### src/rtl/rnp_pkg.sv
// ----------------------------------------------------------------------------
// rnp_pkg
// Shared types and constants of the ringtone note parser: item structs, the
// note job passed from the parser front to the note back end, the divider
// request and the fixed tone table.
// ----------------------------------------------------------------------------
package rnp_pkg;

   // result status codes
   localparam logic [1:0] STATUS_OK        = 2'd0;
   localparam logic [1:0] STATUS_BAD_INDEX = 2'd1;
   localparam logic [1:0] STATUS_BPM_ZERO  = 2'd2;

   // shared serial divider sizes
   localparam int DIV_W   = 24;
   localparam int DSR_W   = 12;
   localparam int CNT_W   = 5;

   // highest index of the tone table
   localparam int TONE_LAST = 48;

   typedef struct packed {
      logic [7:0] text_char;
      logic       last_char;
   } req_type;

   typedef struct packed {
      logic        is_rest;
      logic [5:0]  note_index;
      logic [11:0] tone_hz;
      logic [11:0] period_ticks;
      logic [10:0] duty_ticks;
      logic [18:0] duration_ms;
      logic [1:0]  status;
   } rsp_type;

   // one parsed note, ready for the arithmetic
   typedef struct packed {
      logic [3:0] semitone;
      logic [3:0] octave;
      logic       dotted;
      logic [9:0] divisor;
      logic [9:0] bpm;
   } job_type;

   typedef struct packed {
      logic              start;
      logic [DIV_W-1:0]  dividend;
      logic [DSR_W-1:0]  divisor;
   } div_req_type;

   localparam logic [11:0] TONE_TABLE [0:TONE_LAST] = '{
      12'd0,
      12'd262,  12'd277,  12'd294,  12'd311,  12'd330,  12'd349,
      12'd370,  12'd392,  12'd415,  12'd440,  12'd466,  12'd494,
      12'd523,  12'd554,  12'd587,  12'd622,  12'd659,  12'd698,
      12'd740,  12'd784,  12'd831,  12'd880,  12'd932,  12'd988,
      12'd1047, 12'd1109, 12'd1175, 12'd1245, 12'd1319, 12'd1397,
      12'd1480, 12'd1568, 12'd1661, 12'd1760, 12'd1865, 12'd1976,
      12'd2093, 12'd2217, 12'd2349, 12'd2489, 12'd2637, 12'd2794,
      12'd2960, 12'd3136, 12'd3322, 12'd3520, 12'd3729, 12'd3951
   };

   // tone lookup, zero past the end of the table
   function automatic logic [11:0] tone_lookup(logic [5:0] idx);
      logic [11:0] hz;
      hz = 12'd0;
      if (idx <= 6'(TONE_LAST)) begin
         hz = TONE_TABLE[idx];
      end
      return hz;
   endfunction

endpackage

### src/rtl/rnp_front.sv
// ----------------------------------------------------------------------------
// rnp_front
// Character parser: skips the name, reads the d=, o= and b= header fields and
// assembles notes. A finished note leaves as one job per character at most.
// ----------------------------------------------------------------------------
module rnp_front (
   input  logic            clock,
   input  logic            reset,
   input  logic            accept,
   input  rnp_pkg::req_type req_in,
   output logic            push,
   output rnp_pkg::job_type job
);

   typedef enum logic [15:0] {
      PH_NAME   = 16'h0001,
      PH_HDR_D  = 16'h0002,
      PH_D_EQ   = 16'h0004,
      PH_D_NUM  = 16'h0008,
      PH_HDR_O  = 16'h0010,
      PH_O_EQ   = 16'h0020,
      PH_O_VAL  = 16'h0040,
      PH_O_SKIP = 16'h0080,
      PH_HDR_B  = 16'h0100,
      PH_B_EQ   = 16'h0200,
      PH_B_NUM  = 16'h0400,
      PH_N_DUR  = 16'h0800,
      PH_N_SHRP = 16'h1000,
      PH_N_DOT  = 16'h2000,
      PH_N_OCT  = 16'h4000,
      PH_N_TAIL = 16'h8000
   } phase_type;

   localparam logic [7:0] CH_COLON = 8'h3A;
   localparam logic [7:0] CH_COMMA = 8'h2C;
   localparam logic [7:0] CH_SHARP = 8'h23;
   localparam logic [7:0] CH_DOT   = 8'h2E;
   localparam logic [7:0] CH_ZERO  = 8'h30;
   localparam logic [7:0] CH_NINE  = 8'h39;
   localparam logic [7:0] CH_THREE = 8'h33;
   localparam logic [7:0] CH_SEVEN = 8'h37;
   localparam logic [7:0] CH_A     = 8'h61;
   localparam logic [7:0] CH_B     = 8'h62;
   localparam logic [7:0] CH_C     = 8'h63;
   localparam logic [7:0] CH_D     = 8'h64;
   localparam logic [7:0] CH_E     = 8'h65;
   localparam logic [7:0] CH_F     = 8'h66;
   localparam logic [7:0] CH_G     = 8'h67;
   localparam logic [7:0] CH_O     = 8'h6F;

   localparam logic [7:0] DEF_DURATION = 8'd4;
   localparam logic [2:0] DEF_OCTAVE   = 3'd6;
   localparam logic [9:0] DEF_BPM      = 10'd63;

   phase_type   phase_ff, phase_in;
   logic [9:0]  acc_ff, acc_in;
   logic [7:0]  defdur_ff, defdur_in;
   logic [2:0]  defoct_ff, defoct_in;
   logic [9:0]  bpm_ff, bpm_in;
   logic [3:0]  semi_ff, semi_in;
   logic        dot_ff, dot_in;
   logic [3:0]  oct_ff, oct_in;

   logic [7:0]  ch;
   logic        is_dig;
   logic        is_comma;
   logic        in_note;
   logic        from_hdr;
   logic        emit;
   logic        taken;
   phase_type   p;
   logic [9:0]  a;
   logic [3:0]  s;
   logic        d;
   logic [3:0]  o;

   // saturating decimal accumulate
   function automatic logic [9:0] add_digit(logic [9:0] acc, logic [3:0] dig);
      logic [13:0] v;
      v = {4'b0, acc} * 14'd10 + {10'b0, dig};
      return (v > 14'd1023) ? 10'h3FF : v[9:0];
   endfunction

   // semitone of a note letter, zero for a pause
   function automatic logic [3:0] letter_code(logic [7:0] c);
      logic [3:0] code;
      case (c)
         CH_C:    code = 4'd1;
         CH_D:    code = 4'd3;
         CH_E:    code = 4'd5;
         CH_F:    code = 4'd6;
         CH_G:    code = 4'd8;
         CH_A:    code = 4'd10;
         CH_B:    code = 4'd12;
         default: code = 4'd0;
      endcase
      return code;
   endfunction

   assign ch       = req_in.text_char;
   assign is_dig   = (ch >= CH_ZERO) && (ch <= CH_NINE);
   assign is_comma = (ch == CH_COMMA);

   // header and note parsing
   always_comb begin
      phase_in  = phase_ff;
      acc_in    = acc_ff;
      defdur_in = defdur_ff;
      defoct_in = defoct_ff;
      bpm_in    = bpm_ff;
      semi_in   = semi_ff;
      dot_in    = dot_ff;
      oct_in    = oct_ff;
      in_note   = 1'b0;
      from_hdr  = 1'b0;
      emit      = 1'b0;
      taken     = 1'b0;

      case (phase_ff)
         PH_NAME: begin
            if (ch == CH_COLON) phase_in = PH_HDR_D;
         end
         PH_HDR_D, PH_HDR_O, PH_HDR_B: begin
            if (ch == CH_D && phase_ff == PH_HDR_D) begin
               acc_in   = 10'd0;
               phase_in = PH_D_EQ;
            end else if (ch == CH_O && phase_ff != PH_HDR_B) begin
               phase_in = PH_O_EQ;
            end else if (ch == CH_B) begin
               acc_in   = 10'd0;
               phase_in = PH_B_EQ;
            end else begin
               in_note  = 1'b1;
               from_hdr = 1'b1;
            end
         end
         PH_D_EQ:   phase_in = PH_D_NUM;
         PH_D_NUM: begin
            if (is_dig) begin
               acc_in = add_digit(acc_ff, ch[3:0]);
            end else begin
               if (acc_ff != 10'd0) begin
                  defdur_in = (acc_ff > 10'd255) ? 8'd255 : acc_ff[7:0];
               end
               phase_in = PH_HDR_O;
            end
         end
         PH_O_EQ:   phase_in = PH_O_VAL;
         PH_O_VAL: begin
            if (ch >= CH_THREE && ch <= CH_SEVEN) defoct_in = ch[2:0];
            phase_in = PH_O_SKIP;
         end
         PH_O_SKIP: phase_in = PH_HDR_B;
         PH_B_EQ:   phase_in = PH_B_NUM;
         PH_B_NUM: begin
            if (is_dig) begin
               acc_in = add_digit(acc_ff, ch[3:0]);
            end else begin
               bpm_in   = acc_ff;
               acc_in   = 10'd0;
               semi_in  = 4'd0;
               dot_in   = 1'b0;
               oct_in   = {1'b0, defoct_ff};
               phase_in = PH_N_DUR;
            end
         end
         default:   in_note = 1'b1;
      endcase

      // note fields, fresh when the header ends on this character
      p = from_hdr ? PH_N_DUR : phase_ff;
      a = from_hdr ? 10'd0 : acc_ff;
      s = from_hdr ? 4'd0 : semi_ff;
      d = from_hdr ? 1'b0 : dot_ff;
      o = from_hdr ? {1'b0, defoct_ff} : oct_ff;

      if (p == PH_N_DUR) begin
         if (is_dig) begin
            a = add_digit(a, ch[3:0]);
         end else if (is_comma) begin
            emit = 1'b1;
         end else begin
            s = letter_code(ch);
            p = PH_N_SHRP;
         end
      end else begin
         if (p == PH_N_SHRP) begin
            if (ch == CH_SHARP) begin
               s     = s + 4'd1;
               taken = 1'b1;
            end
            p = PH_N_DOT;
         end
         if (!taken && p == PH_N_DOT) begin
            if (ch == CH_DOT) begin
               d     = 1'b1;
               taken = 1'b1;
            end
            p = PH_N_OCT;
         end
         if (!taken && p == PH_N_OCT) begin
            if (is_dig) begin
               o     = ch[3:0];
               taken = 1'b1;
            end
            p = PH_N_TAIL;
         end
         if (!taken && is_comma) emit = 1'b1;
      end

      if (in_note) begin
         phase_in = p;
         acc_in   = a;
         semi_in  = s;
         dot_in   = d;
         oct_in   = o;
      end

      // a note leaves at a comma or at the end of the string
      push = accept && in_note && (emit || req_in.last_char);

      if (in_note && emit) begin
         acc_in   = 10'd0;
         semi_in  = 4'd0;
         dot_in   = 1'b0;
         oct_in   = {1'b0, defoct_ff};
         phase_in = PH_N_DUR;
      end

      if (req_in.last_char) begin
         phase_in  = PH_NAME;
         acc_in    = 10'd0;
         defdur_in = DEF_DURATION;
         defoct_in = DEF_OCTAVE;
         bpm_in    = DEF_BPM;
         semi_in   = 4'd0;
         dot_in    = 1'b0;
         oct_in    = 4'd0;
      end
   end

   // job built from the note as it stands after this character
   always_comb begin
      job.semitone = s;
      job.octave   = o;
      job.dotted   = d;
      job.divisor  = (a != 10'd0) ? a : {2'b0, defdur_ff};
      job.bpm      = bpm_ff;
   end

   // parser state
   always_ff @(posedge clock) begin
      if (reset) begin
         phase_ff  <= PH_NAME;
         acc_ff    <= 10'd0;
         defdur_ff <= DEF_DURATION;
         defoct_ff <= DEF_OCTAVE;
         bpm_ff    <= DEF_BPM;
         semi_ff   <= 4'd0;
         dot_ff    <= 1'b0;
         oct_ff    <= 4'd0;
      end else if (accept) begin
         phase_ff  <= phase_in;
         acc_ff    <= acc_in;
         defdur_ff <= defdur_in;
         defoct_ff <= defoct_in;
         bpm_ff    <= bpm_in;
         semi_ff   <= semi_in;
         dot_ff    <= dot_in;
         oct_ff    <= oct_in;
      end
   end

endmodule

### src/rtl/rnp_queue.sv
// ----------------------------------------------------------------------------
// rnp_queue
// Two-entry job queue between the parser and the note back end.
// ----------------------------------------------------------------------------
module rnp_queue (
   input  logic             clock,
   input  logic             reset,
   input  logic             push,
   input  rnp_pkg::job_type push_job,
   input  logic             pop,
   output rnp_pkg::job_type head_job,
   output logic             full,
   output logic             empty
);

   rnp_pkg::job_type slot_ff [0:1];
   logic             wr_ff, wr_in;
   logic             rd_ff, rd_in;
   logic [1:0]       cnt_ff, cnt_in;

   assign full     = (cnt_ff == 2'd2);
   assign empty    = (cnt_ff == 2'd0);
   assign head_job = slot_ff[rd_ff];

   // pointer and fill bookkeeping
   always_comb begin
      wr_in  = push ? ~wr_ff : wr_ff;
      rd_in  = pop ? ~rd_ff : rd_ff;
      cnt_in = cnt_ff + {1'b0, push} - {1'b0, pop};
   end

   always_ff @(posedge clock) begin
      if (reset) begin
         wr_ff  <= 1'b0;
         rd_ff  <= 1'b0;
         cnt_ff <= 2'd0;
      end else begin
         wr_ff  <= wr_in;
         rd_ff  <= rd_in;
         cnt_ff <= cnt_in;
      end
   end

   // storage
   always_ff @(posedge clock) begin
      if (push) begin
         slot_ff[wr_ff] <= push_job;
      end
   end

endmodule

### src/rtl/rnp_div.sv
// ----------------------------------------------------------------------------
// rnp_div
// Restoring radix-2 divider, one quotient bit per cycle, shared by all the
// divisions of a note.
// ----------------------------------------------------------------------------
module rnp_div (
   input  logic                         clock,
   input  logic                         reset,
   input  rnp_pkg::div_req_type         div_req,
   output logic                         done,
   output logic [rnp_pkg::DIV_W-1:0]    quotient
);

   logic [rnp_pkg::DIV_W-1:0] quo_ff, quo_in;
   logic [rnp_pkg::DSR_W-1:0] rem_ff, rem_in;
   logic [rnp_pkg::DSR_W-1:0] dsr_ff;
   logic [rnp_pkg::CNT_W-1:0] cnt_ff;
   logic                      busy_ff;
   logic                      done_ff;
   logic [rnp_pkg::DSR_W:0]   rem_sh;
   logic                      q_bit;
   logic                      last_step;

   assign last_step = (cnt_ff == rnp_pkg::CNT_W'(rnp_pkg::DIV_W - 1));

   // one shift-subtract step
   always_comb begin
      rem_sh = {rem_ff, quo_ff[rnp_pkg::DIV_W-1]};
      q_bit  = (rem_sh >= {1'b0, dsr_ff});
      rem_in = q_bit ? rnp_pkg::DSR_W'(rem_sh - {1'b0, dsr_ff})
                     : rem_sh[rnp_pkg::DSR_W-1:0];
      quo_in = {quo_ff[rnp_pkg::DIV_W-2:0], q_bit};
   end

   // control
   always_ff @(posedge clock) begin
      if (reset) begin
         busy_ff <= 1'b0;
         done_ff <= 1'b0;
         cnt_ff  <= '0;
      end else begin
         done_ff <= busy_ff && last_step;
         if (div_req.start) begin
            busy_ff <= 1'b1;
            cnt_ff  <= '0;
         end else if (busy_ff) begin
            cnt_ff <= cnt_ff + 1'b1;
            if (last_step) busy_ff <= 1'b0;
         end
      end
   end

   // datapath
   always_ff @(posedge clock) begin
      if (div_req.start) begin
         quo_ff <= div_req.dividend;
         rem_ff <= '0;
         dsr_ff <= div_req.divisor;
      end else if (busy_ff) begin
         quo_ff <= quo_in;
         rem_ff <= rem_in;
      end
   end

   assign done     = done_ff;
   assign quotient = quo_ff;

endmodule

### src/rtl/rnp_back.sv
// ----------------------------------------------------------------------------
// rnp_back
// Note back end: takes one job, works out the note length and timer values
// through the shared divider, looks up the tone and holds the result for the output.
// ----------------------------------------------------------------------------
module rnp_back #(
   parameter int TIMER_CLOCK_HZ   = 1000000,
   parameter int NOTE_TABLE_DEPTH = 49
) (
   input  logic                 clock,
   input  logic                 reset,
   input  logic                 q_empty,
   input  rnp_pkg::job_type     head_job,
   output logic                 pop,
   output logic                 rsp_valid,
   input  logic                 rsp_stall,
   output rnp_pkg::rsp_type     rsp_data
);

   typedef enum logic [4:0] {
      B_IDLE = 5'b00001,
      B_BPM  = 5'b00010,
      B_DUR  = 5'b00100,
      B_FREQ = 5'b01000,
      B_OUT  = 5'b10000
   } bstate_type;

   localparam logic [rnp_pkg::DIV_W-1:0] MS_PER_MIN = rnp_pkg::DIV_W'(60000);
   localparam logic [rnp_pkg::DIV_W-1:0] TIMER_DIV  = rnp_pkg::DIV_W'(TIMER_CLOCK_HZ);

   bstate_type             state_ff, state_in;
   rnp_pkg::job_type       job_ff;
   logic                   ok_ff;
   logic [5:0]             idx_ff;
   logic [18:0]            dur_ff;
   logic [11:0]            period_ff;
   logic [10:0]            duty_ff;
   logic                   rsp_valid_ff;
   rnp_pkg::rsp_type       rsp_ff;

   rnp_pkg::div_req_type   div_req;
   logic                   div_done;
   logic [rnp_pkg::DIV_W-1:0] div_q;

   logic [7:0]             oct12;
   logic [7:0]             pos;
   logic                   head_ok;
   logic [5:0]             head_idx;
   logic [11:0]            hz;
   logic [17:0]            dur_q;
   logic                   out_free;

   // table position of the head job
   always_comb begin
      oct12    = {1'b0, head_job.octave, 3'b0} + {2'b0, head_job.octave, 2'b0};
      pos      = oct12 + {4'b0, head_job.semitone};
      head_idx = 6'(pos - 8'd48);
      head_ok  = (head_job.semitone != 4'd0) && (pos >= 8'd49) && (pos <= 8'd96)
                 && (7'(head_idx) < 7'(NOTE_TABLE_DEPTH));
   end

   assign hz       = rnp_pkg::tone_lookup(idx_ff);
   assign dur_q    = div_q[17:0];
   assign out_free = !rsp_valid_ff || !rsp_stall;
   assign pop      = (state_ff == B_IDLE) && !q_empty;

   // sequencer and divider requests
   always_comb begin
      state_in         = state_ff;
      div_req.start    = 1'b0;
      div_req.dividend = MS_PER_MIN;
      div_req.divisor  = {2'b0, head_job.bpm};
      case (state_ff)
         B_IDLE: begin
            if (!q_empty) begin
               if (head_job.bpm != 10'd0) begin
                  div_req.start = 1'b1;
                  state_in      = B_BPM;
               end else if (head_ok) begin
                  div_req.start    = 1'b1;
                  div_req.dividend = TIMER_DIV;
                  div_req.divisor  = rnp_pkg::tone_lookup(head_idx);
                  state_in         = B_FREQ;
               end else begin
                  state_in = B_OUT;
               end
            end
         end
         B_BPM: begin
            div_req.dividend = {6'b0, div_q[15:0], 2'b0};
            div_req.divisor  = {2'b0, job_ff.divisor};
            if (div_done) begin
               div_req.start = 1'b1;
               state_in      = B_DUR;
            end
         end
         B_DUR: begin
            div_req.dividend = TIMER_DIV;
            div_req.divisor  = hz;
            if (div_done) begin
               if (ok_ff) begin
                  div_req.start = 1'b1;
                  state_in      = B_FREQ;
               end else begin
                  state_in = B_OUT;
               end
            end
         end
         B_FREQ: begin
            if (div_done) state_in = B_OUT;
         end
         B_OUT: begin
            if (out_free) state_in = B_IDLE;
         end
         default: state_in = B_IDLE;
      endcase
   end

   always_ff @(posedge clock) begin
      if (reset) begin
         state_ff <= B_IDLE;
      end else begin
         state_ff <= state_in;
      end
   end

   // per-note working registers
   always_ff @(posedge clock) begin
      if (pop) begin
         job_ff    <= head_job;
         ok_ff     <= head_ok;
         idx_ff    <= head_ok ? head_idx : 6'd0;
         dur_ff    <= 19'd0;
         period_ff <= 12'd0;
         duty_ff   <= 11'd0;
      end
      if (state_ff == B_DUR && div_done) begin
         dur_ff <= job_ff.dotted ? ({1'b0, dur_q} + {2'b0, dur_q[17:1]})
                                 : {1'b0, dur_q};
      end
      if (state_ff == B_FREQ && div_done) begin
         period_ff <= (div_q > 24'd4096) ? 12'd4095 : 12'(div_q - 24'd1);
         duty_ff   <= (div_q[rnp_pkg::DIV_W-1:1] > 23'd2047) ? 11'd2047
                                                              : div_q[11:1];
      end
   end

   // output register
   always_ff @(posedge clock) begin
      if (reset) begin
         rsp_valid_ff <= 1'b0;
      end else if (state_ff == B_OUT && out_free) begin
         rsp_valid_ff <= 1'b1;
      end else if (!rsp_stall) begin
         rsp_valid_ff <= 1'b0;
      end
   end

   always_ff @(posedge clock) begin
      if (state_ff == B_OUT && out_free) begin
         rsp_ff.is_rest      <= (job_ff.semitone == 4'd0);
         rsp_ff.note_index   <= idx_ff;
         rsp_ff.tone_hz      <= ok_ff ? hz : 12'd0;
         rsp_ff.period_ticks <= period_ff;
         rsp_ff.duty_ticks   <= duty_ff;
         rsp_ff.duration_ms  <= dur_ff;
         if (job_ff.bpm == 10'd0) begin
            rsp_ff.status <= rnp_pkg::STATUS_BPM_ZERO;
         end else if (job_ff.semitone != 4'd0 && !ok_ff) begin
            rsp_ff.status <= rnp_pkg::STATUS_BAD_INDEX;
         end else begin
            rsp_ff.status <= rnp_pkg::STATUS_OK;
         end
      end
   end

   rnp_div u_div (
      .clock    (clock),
      .reset    (reset),
      .div_req  (div_req),
      .done     (div_done),
      .quotient (div_q)
   );

   assign rsp_valid = rsp_valid_ff;
   assign rsp_data  = rsp_ff;

endmodule

### src/rtl/rtttl_note_parser.sv
// ----------------------------------------------------------------------------
// rtttl_note_parser
// Ringtone text parser: one character per item in, one note result out at
// each comma or at the end of the string.
//
//   channel | direction | handshake           | payload
//   req_    | in        | req_valid/req_stall | rnp_pkg::req_type
//   rsp_    | out       | rsp_valid/rsp_stall | rnp_pkg::rsp_type
//
// The parser takes one character a cycle while the two-entry note queue has
// room. Each note takes the back end through up to three passes of the
// 24-step serial divider (ms per beat, note length, timer period), fewer for
// a pause, a bad index or a zero bpm. Synchronous reset returns the parser
// to the name field with default header values and empties the queue.
// A stalled result holds in the output register while the back end waits.
// ----------------------------------------------------------------------------
module rtttl_note_parser #(
   parameter int TIMER_CLOCK_HZ   = 1000000,
   parameter int NOTE_TABLE_DEPTH = 49
) (
   input  logic             clock,
   input  logic             reset,
   input  logic             req_valid,
   output logic             req_stall,
   input  rnp_pkg::req_type req_data,
   output logic             rsp_valid,
   input  logic             rsp_stall,
   output rnp_pkg::rsp_type rsp_data
);

   logic             accept;
   logic             push;
   logic             pop;
   logic             q_full;
   logic             q_empty;
   rnp_pkg::job_type push_job;
   rnp_pkg::job_type head_job;

   assign req_stall = q_full;
   assign accept    = req_valid && !req_stall;

   rnp_front u_front (
      .clock  (clock),
      .reset  (reset),
      .accept (accept),
      .req_in (req_data),
      .push   (push),
      .job    (push_job)
   );

   rnp_queue u_queue (
      .clock    (clock),
      .reset    (reset),
      .push     (push),
      .push_job (push_job),
      .pop      (pop),
      .head_job (head_job),
      .full     (q_full),
      .empty    (q_empty)
   );

   rnp_back #(
      .TIMER_CLOCK_HZ   (TIMER_CLOCK_HZ),
      .NOTE_TABLE_DEPTH (NOTE_TABLE_DEPTH)
   ) u_back (
      .clock     (clock),
      .reset     (reset),
      .q_empty   (q_empty),
      .head_job  (head_job),
      .pop       (pop),
      .rsp_valid (rsp_valid),
      .rsp_stall (rsp_stall),
      .rsp_data  (rsp_data)
   );

   // zero bpm never carries a length
   a_bpm_zero_no_dur: assert property (@(posedge clock) disable iff (reset)
      rsp_valid && rsp_data.status == rnp_pkg::STATUS_BPM_ZERO
      |-> rsp_data.duration_ms == 19'd0)
      else $error("zero bpm result with nonzero duration");

   // a pause has no tone
   a_rest_silent: assert property (@(posedge clock) disable iff (reset)
      rsp_valid && rsp_data.is_rest
      |-> rsp_data.note_index == 6'd0 && rsp_data.tone_hz == 12'd0)
      else $error("pause with tone fields set");

   // a good tone has a table entry
   a_tone_valid: assert property (@(posedge clock) disable iff (reset)
      rsp_valid && !rsp_data.is_rest && rsp_data.status == rnp_pkg::STATUS_OK
      |-> rsp_data.note_index != 6'd0 && rsp_data.tone_hz != 12'd0)
      else $error("tone result without table entry");

endmodule

### config.mk
export PLATFORM = sky130hd
export DESIGN_NAME = rtttl_note_parser
export DESIGN_NICKNAME = d
export VERILOG_FILES = /design/src/rtl/rnp_pkg.sv /design/src/rtl/rnp_front.sv /design/src/rtl/rnp_queue.sv /design/src/rtl/rnp_div.sv /design/src/rtl/rnp_back.sv /design/src/rtl/rtttl_note_parser.sv
export SDC_FILE = /design/constraint.sdc
export NUM_CORES = 1
export LEC_CHECK = 0
export ABC_AREA = 1
export BUFFER_PORTS_ARGS = -buffer_cell sky130_fd_sc_hd__buf_2
export CORE_AREA = 10 10 235 237
export DETAILED_ROUTE_END_ITERATION = 10
export DIE_AREA = 0 0 245 247
export GPL_TIMING_DRIVEN = 0
export PLACE_DENSITY_LB_ADDON = 0.3
export SYNTH_ARGS = -nofsm -noshare
export SYNTH_HDL_FRONTEND = slang
export SYNTH_HIERARCHICAL = 1
export SYNTH_SLANG_ARGS = --single-unit
### constraint.sdc
create_clock -name clock -period 5.6 [get_ports clock]
set_input_delay 0.84 -clock clock [delete_from_list [all_inputs] [get_ports clock]]
set_output_delay 0.84 -clock clock [all_outputs]
set_load 0.005 [all_outputs]
# After elaboration in Yosys (flattened, before gate mapping)
# Memory sizes are Yosys's and may differ from the RTL's. A register that Yosys moved wholly into a read port is not among the register bits.
# Cells that the tools add are included.
# Widths: inputs -> output; s select.
# totals
mem_bits_rw,58
output_inout_bits,65
word_cells,320
n_memories,3
input_bits,13
register_bits,258
romBits,1536
# mem_list
name,words,word_bits,read_ports,rd_clocked_by_memory_dff,write_ports,line,text
(no name shown),64,12,1,0,0,rnp_pkg.sv:69,hz = TONE_TABLE[idx];
(no name shown),64,12,1,0,0,rnp_pkg.sv:69,
u_queue.slot_ff,2,29,1,1,1,rnp_queue.sv:16,rnp_pkg::job_type slot_ff [0:1];
# op_classes
reduce_logical,59
bitwise,4
muxes,138
n_eq_ne,50
n_lt_le_gt_ge,17
multipliers,2
add_sub_neg,12
# op_table
op,n
$mux 16,18
$mux 10,17
$pmux 16 s9,1
$mux 12,10
$pmux 37 s3,1
$mux 4,20
$mux 37,2
$eq 8x7->1 const B,8
$mux 19,3
$mux 24,2
$mux 1,40
$mux 5,8
$mux 8,5
$mux 36,1
$mux 11,3
$eq 8x6->1 const B,4
$pmux 10 s3,1
$reduce_bool 10->1,3
$add 14x4->14,2
$gt 14x10->1 const B,2
$pmux 4 s7,1
$mul 10x3->13 const B,2
$pmux 5 s5,1
$ge 8x6->1 const B,3
70 further kinds,124

# Logic depth before layout (Yosys ltp)
# Gate-level depths: netlist of run 1.
# depth
depth_word,25
mapped_depth,32
mapped_depth_nobuf,31

# By module
# The synthesis of run 1 kept the hierarchy.
# modules_own_cells
module,n_inst,area_each_um2,seq_area_each_um2,cells_per_inst
rnp_back,1,8978.6,4234.1,1033
rnp_front,1,5581.6,1121.1,911
rnp_div,1,3070.4,1461.4,385
rnp_queue,1,2357.3,1841.8,121
rtttl_note_parser,1,10.0,0.0,2

# Worst setup path before layout of run 1
# No wires, ideal clock.
# synth_path
path_kind,reg2reg
startpoint,register (tool-made name)
endpoint,"register u_back.u_div.quo_ff (netlist bit u_back/u_div/quotient[0]), enable pin"
t_required_ns,5.221
arrival_time_ns,4.642
period_less_slack_ns,5.022
path_buffers,3
setup_ns,0.379
stages_incl_launch_ff,21
slack_ns,0.578
cell_sequence,dfxtp_1 -> buf_6 -> buf_6 -> mux2_4 -> inv_1 -> fa_1 -> inv_1 -> ha_1 -> fa_1 -> clkinv_1 -> ha_1 -> inv_1 -> nor2_2 -> nor2_4 -> nand2_2 -> nor2_8 -> o21ai_0 -> o311ai_0 -> clkbuf_1 -> nor2_1 -> inv_1
# synth_rtl
item,line,text
"end signal, assigned",rnp_div.sv:56,quo_ff <= div_req.dividend;
"end signal, assigned",rnp_div.sv:60,quo_ff <= quo_in;
"end, declared",rnp_div.sv:14,"logic [rnp_pkg::DIV_W-1:0] quo_ff, quo_in;"

==> results of run 1 <==
-- cell usage in the layout (no fill, tap or decap), drive strengths merged, types with 4 or more instances in the layout --
cell      count
a21oi       178
xnor2        12
clkbuf       78
edfxtp      231
buf         109
clkinv       19
mux2         29
nand3b        8
conb          6
inv         331
a31oi         8
or2           5
fa            7
o21ai       129
nor4          7
nand4        53
o21bai        4
nor2        276
a211oi       11
o211ai       19
nand3       197
o21a          7
clkinvlp      5
a22oi         4
dfxtp        86
nand2       570
ha          116
nor3         41
xor2         28
-- final cells by class --
| class | instances | area share [%] |
|---|---|---|
| tap | 680 | 3.77 |
| sequential | 317 | 38.3 |
| timing repair inverter | 1 | 0.0332 |
| multi-input combinational | 1742 | 43.7 |
| buffer | 63 | 1.39 |
| clock buffer | 44 | 4.30 |
| inverter | 335 | 5.63 |
| timing repair buffer | 80 | 1.95 |
| clock inverter | 22 | 0.930 |
-- registers in the layout, summed over array words and instances (netlist names), 5 cells and up, named ones only --
| name | count |
|---|---|
| u_back/rsp_data | 63 |
| u_queue/slot_ff | 58 |
| u_back/job_ff | 25 |
| u_back/u_div/quotient | 24 |
| u_back/dur_ff | 19 |
| u_front/phase_ff | 16 |
| u_back/period_ff | 12 |
| u_back/u_div/dsr_ff | 12 |
| u_back/u_div/rem_ff | 12 |
| u_back/duty_ff | 11 |
| u_front/acc_ff | 10 |
| u_front/bpm_ff | 10 |
| u_front/defdur_ff | 8 |
| u_back/idx_ff | 6 |
| u_back/state_ff | 5 |
| u_back/u_div/cnt_ff | 5 |
-- what timing repair did --
| item | CTS | global route |
|---|---|---|
| cloned | 1 | 0 |
| gates resized for setup | 3 | 21 |
| setup endpoints to repair | 25 | 71 |
| setup buffers | 0 | 1 |
| hold endpoints to repair | 0 | 0 |
-- kinds of logic (layout without fill, tap and decap cells) --
kind of cell | after synthesis | in the layout | share of synthesized area [%]
buffers and inverters | 398 | 545 | 7.87
adders and majority gates | 123 | 123 | 7.96
other | 1 | 6 | 0.0188
AOI/OAI and AO/OA | 380 | 380 | 10.8
DFF | 317 | 317 | 43.3
xor gates and xnor gates | 40 | 40 | 1.75
and+or+nand+nor | 1163 | 1163 | 26.4
muxes | 30 | 30 | 1.87
-- per-stage QoR --
stage               area (µm²)  power [µW]  worst slack (ns)  hold WS (ns)
floorplan                20000        8720             0.578         0.400
global placement         21300       10700            -0.468         0.404
detailed placement       21300       10700            -0.280         0.405
CTS                      22500       13100           0.00461         0.415
global route             22600       14300            0.0378         0.422
finish                   22600       13200             0.346         0.412
-- power by group through the flow --
| stage | clock network (µW) | registers (µW) | logic (µW) |
|---|---|---|---|
| 2_1_floorplan | 0 | 3630 | 5090 |
| 3_3_place_gp | 0 | 3770 | 6930 |
| 3_5_place_dp | 0 | 3780 | 6950 |
| 4_1_cts | 2400 | 3730 | 7010 |
| 5_1_grt | 2490 | 3790 | 7980 |
| 6_report | 2330 | 3730 | 7120 |
-- worst max path at each step --
stage	depth (start not counted)	to	startpoint	slack (ns)
floorplan	20	u_back/u_div/quotient[0]	flop	0.58
global placement	20	u_back/u_div/quotient[14]	flop	-0.47
detailed placement	26	u_queue/slot_ff[1][15]	req_data[3]	-0.28
CTS	19	u_back/u_div/quotient[18]	flop	0.005
global route	21	u_back/u_div/quotient[6]	flop	0.04
finish	21	u_back/u_div/busy_ff	flop	0.35
-- layer usage --
layer	part of all wire [%]	track usage, %
met5	0	0
met3	5.8	2.73
met1	45	23.4
met4	2.2	5.26
met2	47	30.1
==> metrics.md, run 1 <==
| Metric | Value |
|---|---|
| Status | finished, final reports clean |
| Die ar. | about 61,000 µm² |
| Cell taking the most area after synthesis | edfxtp_1 |
| Post-layout util | 44.6% |
| YS warnings | 6 |
| Max-slew violations | 0 |
| First-pass GRT wire length | a little under 90,000 µm |
| # H-tree levels | 2 |
| Antenna fix cells | 0 |
| Top Ports | just under 80 |
| Reg2reg setup slack | 0.35 ns |
| Initial DRT Pass Iterations | 6 |
| RR Endpoint | u_back/u_div/busy_ff |
| Startpoint types | flop |
| PortBufs | between 70 and 80 |
| Area contributors post-synth | edfxtp_1, nand2_1, dfxtp_1 |
| Clk_lat worst skew | 0.55 ns |
| Routed WL | 54,700 µm |
| Pint | 6910 µW |
| Die W | ~250 µm |
| Worst R2R Path Depth | 21 |
| Setup crit end kind | flop |
| VDD IR max | roughly 0.24 mV |
| Via density | 5.23 |
| DRC viols | 0 |
| Post-synth ARST share | 0% |
| Sw Pwr | 6270 µW |
| Hold depth | 0 |
| RSZ-0062 raised after global routing | no |
| FMAX | 190 MHz |
| Final Non-Filler Cells | 3,284 |
| Setup CP Type | reg -> reg |
| Area grow syn2layout | 13.0% |
| #FFs+latches synth | roughly 320 |
| Synthesized cell area | 20,000 µm² |
| Share of cells above drive strength 1 | 12.2% |
| Setup tns final | 0 ns |
| Critical path required time | 6.05 ns |
| Vias in the first global route | 16.7k |
| Yosys cell types | 67 |
| Initial DRC Count | approximately 1.4k |
| HP Start | u_back/period_ff[1] |
| Final Cycle Share | about 94% |
| Clock buffer depth | 3 |
| Crit path max fanout | 13 |
| Starting Density | roughly 39% |
| Combinational share of power | between 50% and 60% |
| Number of buffers created by CTS | 36 |
| Switch share | between 40% and 50% |
| Fillers | roughly 5.1k |
| Final setup fails | 0 |
| Global route overflow | 0 |
| Commonest cells post-synth | nand2_1, inv_1, nor2_1, edfxtp_1, nand3_1 |
| Yosys top cell area share | 34.7% |
| Register area | 8660 µm² |
| Largest net degree at the start of global routing | 40 |
| Clk sinks | approximately 320 |
| WP data arrival | 5.70 ns |
| Slowest CP cell | fa_1 |
| Mapped Cells | between 2k and 2.5k |
| Worst-path clk slew | 0.06 ns |
| Seq/Total Area, Yosys | 43.3% |
| Buf/Inv on CP | 8 |
| Pwr/cell area | 583 nW/µm² |
| Via count | 17.2k |
| Most frequent CP cell | inv_1 |
| Post-route clock skew | 0.0204 ns |
| Number of flops mapped to enable cells by yosys | 231 |
| Hold path endpoint | u_back/rsp_data[33] |
| Average wire per standard cell | between 15 and 20 µm |
| Inst Count DP | 3,216 |
| Tmin final | ~5.3 ns |
| Slew @ Worst Pin | 1.19 ns |
| Fin. Hold Viols | 0 |
| Rel. slew slack | 20.8% |
| Max incr delay on CP | 0.65 ns |
| Die H | around 250 µm |
| DP Wirelength | 41,900 µm |
| Routed Antenna Nets | 0 |
| CTS tree | done |
| Clock root cell | clkbuf_16 |
| GPL Wtd Cong | 0.933 |
| Leakage | 0.00997 µW |
| Clk network pwr share | 17.7% |
| Initial antenna violation count | 0 |
| Footprint of the multi-input gates | 9870 µm² |
| GRT Util Overall | 17.9% |
| Hold crit path type | reg -> reg |
| Row cnt | between 80 and 90 |
| Max_cap viols | 0 |
| Final Net Count | 2,712 |
| Core ar. | 50,700 µm² |
| CTS hold repair buffers | 0 |
| Mean Syn Cell Area | slightly above 8 µm² |
| Ys flop type | edfxtp_1 |
| Ordered cell list for the critical path | buf_6 -> buf_6 -> mux2_4 -> inv_1 -> fa_1 -> inv_1 -> ha_1 -> fa_1 -> clkinvlp_4 -> ha_1 -> nand2_1 -> nand2_1 -> a21oi_4 -> nor2_8 -> o21ai_0 -> o311ai_4 -> clkbuf_2 -> nor2_4 -> clkinvlp_4 -> o211ai_1 -> inv_1 |
| Reg power frac | 28.3% |
| CP top delay family | adder cells |
| Count leader, synth | nand2_1 |
Note: power is estimated with default switching activity, not from simulation.
==> inputs of run 2 (changes only) <==
--- a/config.mk
+++ b/config.mk
@@ -11,6 +11,7 @@
 export DETAILED_ROUTE_END_ITERATION = 10
 export DIE_AREA = 0 0 245 247
 export GPL_TIMING_DRIVEN = 0
+export MAX_ROUTING_LAYER = met4
 export PLACE_DENSITY_LB_ADDON = 0.3
 export SYNTH_ARGS = -nofsm -noshare
 export SYNTH_HDL_FRONTEND = slang
==> run 2 against run 1 <==
Against the previous run: sequential power is essentially flat; non-clock buffer count up 1; die area unchanged; cell count barely moved; critical endpoint is now u_queue/slot_ff[1][12]; via count decreased by 1.1%.
==> metrics.md, run 2 (synthesis results as in run 1) <==
| Metric | Value |
|---|---|
| Worst-path clk slew | 0.07 ns (about the same) |
| Footprint of the multi-input gates | 9870 µm² (unchanged) |
| First-pass GRT wire length | 87,400 µm (-1.2%) |
| Fin. Hold Viols | 0 (unchanged) |
| Sw Pwr | 6340 µW (+1.0%) |
| Clock root cell | clkbuf_16 |
| Final setup fails | 0 (unchanged) |
| Slew @ Worst Pin | 1.19 ns (+0.00391 ns) |
| Initial DRC Count | 1,286 (-8.2%) |
| Final Cycle Share | 92.0% (-1.9 points) |
| Post-route clock skew | 0.0263 ns (+0.00591 ns) |
| Die W | 245 µm (unchanged) |
| Max-slew violations | 0 (unchanged) |
| Final Net Count | 2,713 (+0.037%) |
| Critical path required time | 5.99 ns (-0.06 ns) |
| Pwr/cell area | 586 nW/µm² (+0.49%) |
| Die ar. | 60,500 µm² (unchanged) |
| Fillers | 5,046 (-0.20%) |
| Reg power frac | 28.1% (-0.2 points) |
| Leakage | 0.00998 µW (about the same) |
| RSZ-0062 raised after global routing | no |
| Layout Cell Area excl Fill | 22,600 µm² (+0.15%) |
| Setup crit end kind | flop |
| Routed WL | 54,700 µm (about the same) |
| Via density | 5.17 (-1.1%) |
| CTS hold repair buffers | 0 (unchanged) |
| Initial DRT Pass Iterations | 6 (unchanged) |
| Max_cap viols | 0 (unchanged) |
| DRC viols | 0 (unchanged) |
| Commonest non-fill, non-tap cell in the layout | nand2_1 |
| Tmin final | 5.15 ns (-0.104 ns) |
| Largest net degree at the start of global routing | 40 (unchanged) |
| Register area | 8660 µm² (unchanged) |
| Clk_lat worst skew | 0.56 ns (about the same) |
| GRT Util Overall | 18.3% (+0.40 points) |
| Row cnt | 83 (unchanged) |
| Top Ports | 78 (unchanged) |
| Largest register FFs | 63 (unchanged) |
| Most frequent cells in the layout | nand2_1, inv_1, nor2_1, edfxtp_1, nand3_1 |
| Starting Density | 39.5% (unchanged) |
| Crit path max fanout | 10 (-3) |
| Hold crit path type | reg -> reg |
| Vias in the first global route | 16.2k (-2.6%) |
| Pint | 6930 µW (+0.32%) |
| Switch share | 47.8% (+0.17 points) |
| Core ar. | 50,700 µm² (unchanged) |
| WP data arrival | 5.54 ns (-0.16 ns) |
| Rel. slew slack | 20.6% (-0.26 points) |
| Area grow syn2layout | 13.1% |
| Post-layout util | 44.6% (+0.067 points) |
| Clk network pwr share | 18.0% (+0.3 points) |
| Final Power | 13,300 µW (+0.64%) |
| FMAX | 194 MHz (+2.0%) |
| Status | finished, final reports clean |
| Average wire per standard cell | 16.6 µm (about the same) |
| Clk sinks | 317 (unchanged) |
| # H-tree levels | 2 (unchanged) |
| CTS tree | done |
| Cell Area, Placed | 21,300 µm² (-0.13%) |
| GPL Wtd Cong | 0.943 (+1.0%) |
| DP Wirelength | 41,800 µm (-0.27%) |
| Die H | 247 µm (unchanged) |
| Setup CP Type | in -> reg |
| Via count | 17.0k (-1.1%) |
| Combinational share of power | 53.9% (about the same) |
| Number of buffers created by CTS | 36 (unchanged) |
| Share of cells above drive strength 1 | 12.6% (+0.34 points) |
| Global route overflow | 0 (unchanged) |
| Routed Antenna Nets | 0 (unchanged) |
| Startpoint types | input port |
| Initial antenna violation count | 1 (+1) |
| PortBufs | 77 (unchanged) |
| VDD IR max | 0.263 mV (+12%) |
| Clock buffer depth | 3 (unchanged) |
[run 2: changes by cell type in the layout (fill, tap and decap cells not counted), moves of 2 or more]
cell | before | now
clkinv_4 | 0 | 2
inv_6 | 2 | 6
clkbuf_1 | 34 | 37
clkinvlp_4 | 5 | 7
clkinv_1 | 13 | 3
[run 2: critical path: stages]
cell	delay, ns
buf_2	0.27
inv_2	0.14
nor2_4	0.13
nand2_2	0.07
nor2_4	0.16
nand3_4	0.12
nand3_4	0.23
clkbuf_1	0.39
o21ai_0	0.27
nor2_1	0.16
ha_1	0.18
inv_1	0.06
fa_1	0.40
o21ai_1	0.23
xor2_1	0.15
inv_1	0.09
nand3_1	0.08
nor3_2	0.23
nand3_2	0.13
nand2_4	0.12
inv_2	0.05
nor2_4	0.12
nand2_1	0.12
a21oi_4	0.23
nand2_1	0.12
nor2_4	0.21
nand3_1	0.10
nand2_1	0.12
[run 2: worst paths after layout]
check,start,endpoint,slack [ns],depth (start not counted)
setup reg to reg,u_front/phase_ff[6],u_queue/slot_ff[1][12],0.45,29
setup / recovery,req_data[3],u_queue/slot_ff[1][12],0.45,28
hold reg to reg,u_back/dur_ff[14],u_back/rsp_data[16],0.40,0
hold / removal,u_back/dur_ff[14],u_back/rsp_data[16],0.40,0
[run 2: power by group through the flow]
stage,combinational [µW],clock (µW),sequential (µW)
after floorplan,5090,0,3630
after global placement,6930,0,3770
after detailed placement,6930,0,3780
after CTS,7040,2460,3730
after global routing,8010,2550,3790
final,7150,2390,3730
[run 2: final cells by class]
type | count | area share, %
buffer | 63 | 1.41
clock buffer | 47 | 4.30
timing repair buffer | 81 | 1.95
timing repair inverter | 1 | 0.0332
sequential | 317 | 38.3
clock inverter | 19 | 1.04
antenna | 1 | 0.0111
inverter | 335 | 5.62
tap | 680 | 3.76
multi-input combinational | 1742 | 43.6
[run 2: metal layers]
metal	up-vias	wire [µm]	global-route usage, %	part of all wire [%]
met3	97	2940	2.19	5.4
met5	-	0	-	0
met2	479	25600	29.5	47
li1	8465	-	-	-
met1	7944	24800	23.5	45
met4	0	1380	6.30	2.5
[run 2: repair_timing]
item | 4_1_cts | 5_1_grt
setup endpoints to repair | 25 | 83
pin swaps | 0 | 0
cloned | 1 | 0
resized for setup | 4 | 23
setup buffers | 3 | 0
[run 2: metrics by stage]
step	instances	TNS, ns	setup WS [ns]	hold WS (ns)
after CTS	3285	0	0.0623	0.411
after floorplan	2457	0	0.578	0.400
final	3286	0	0.450	0.399
after global routing	3285	0	0.0506	0.422
after global placement	3214	-22.35	-0.556	0.405
after detailed placement	3215	-10.26	-0.306	0.405
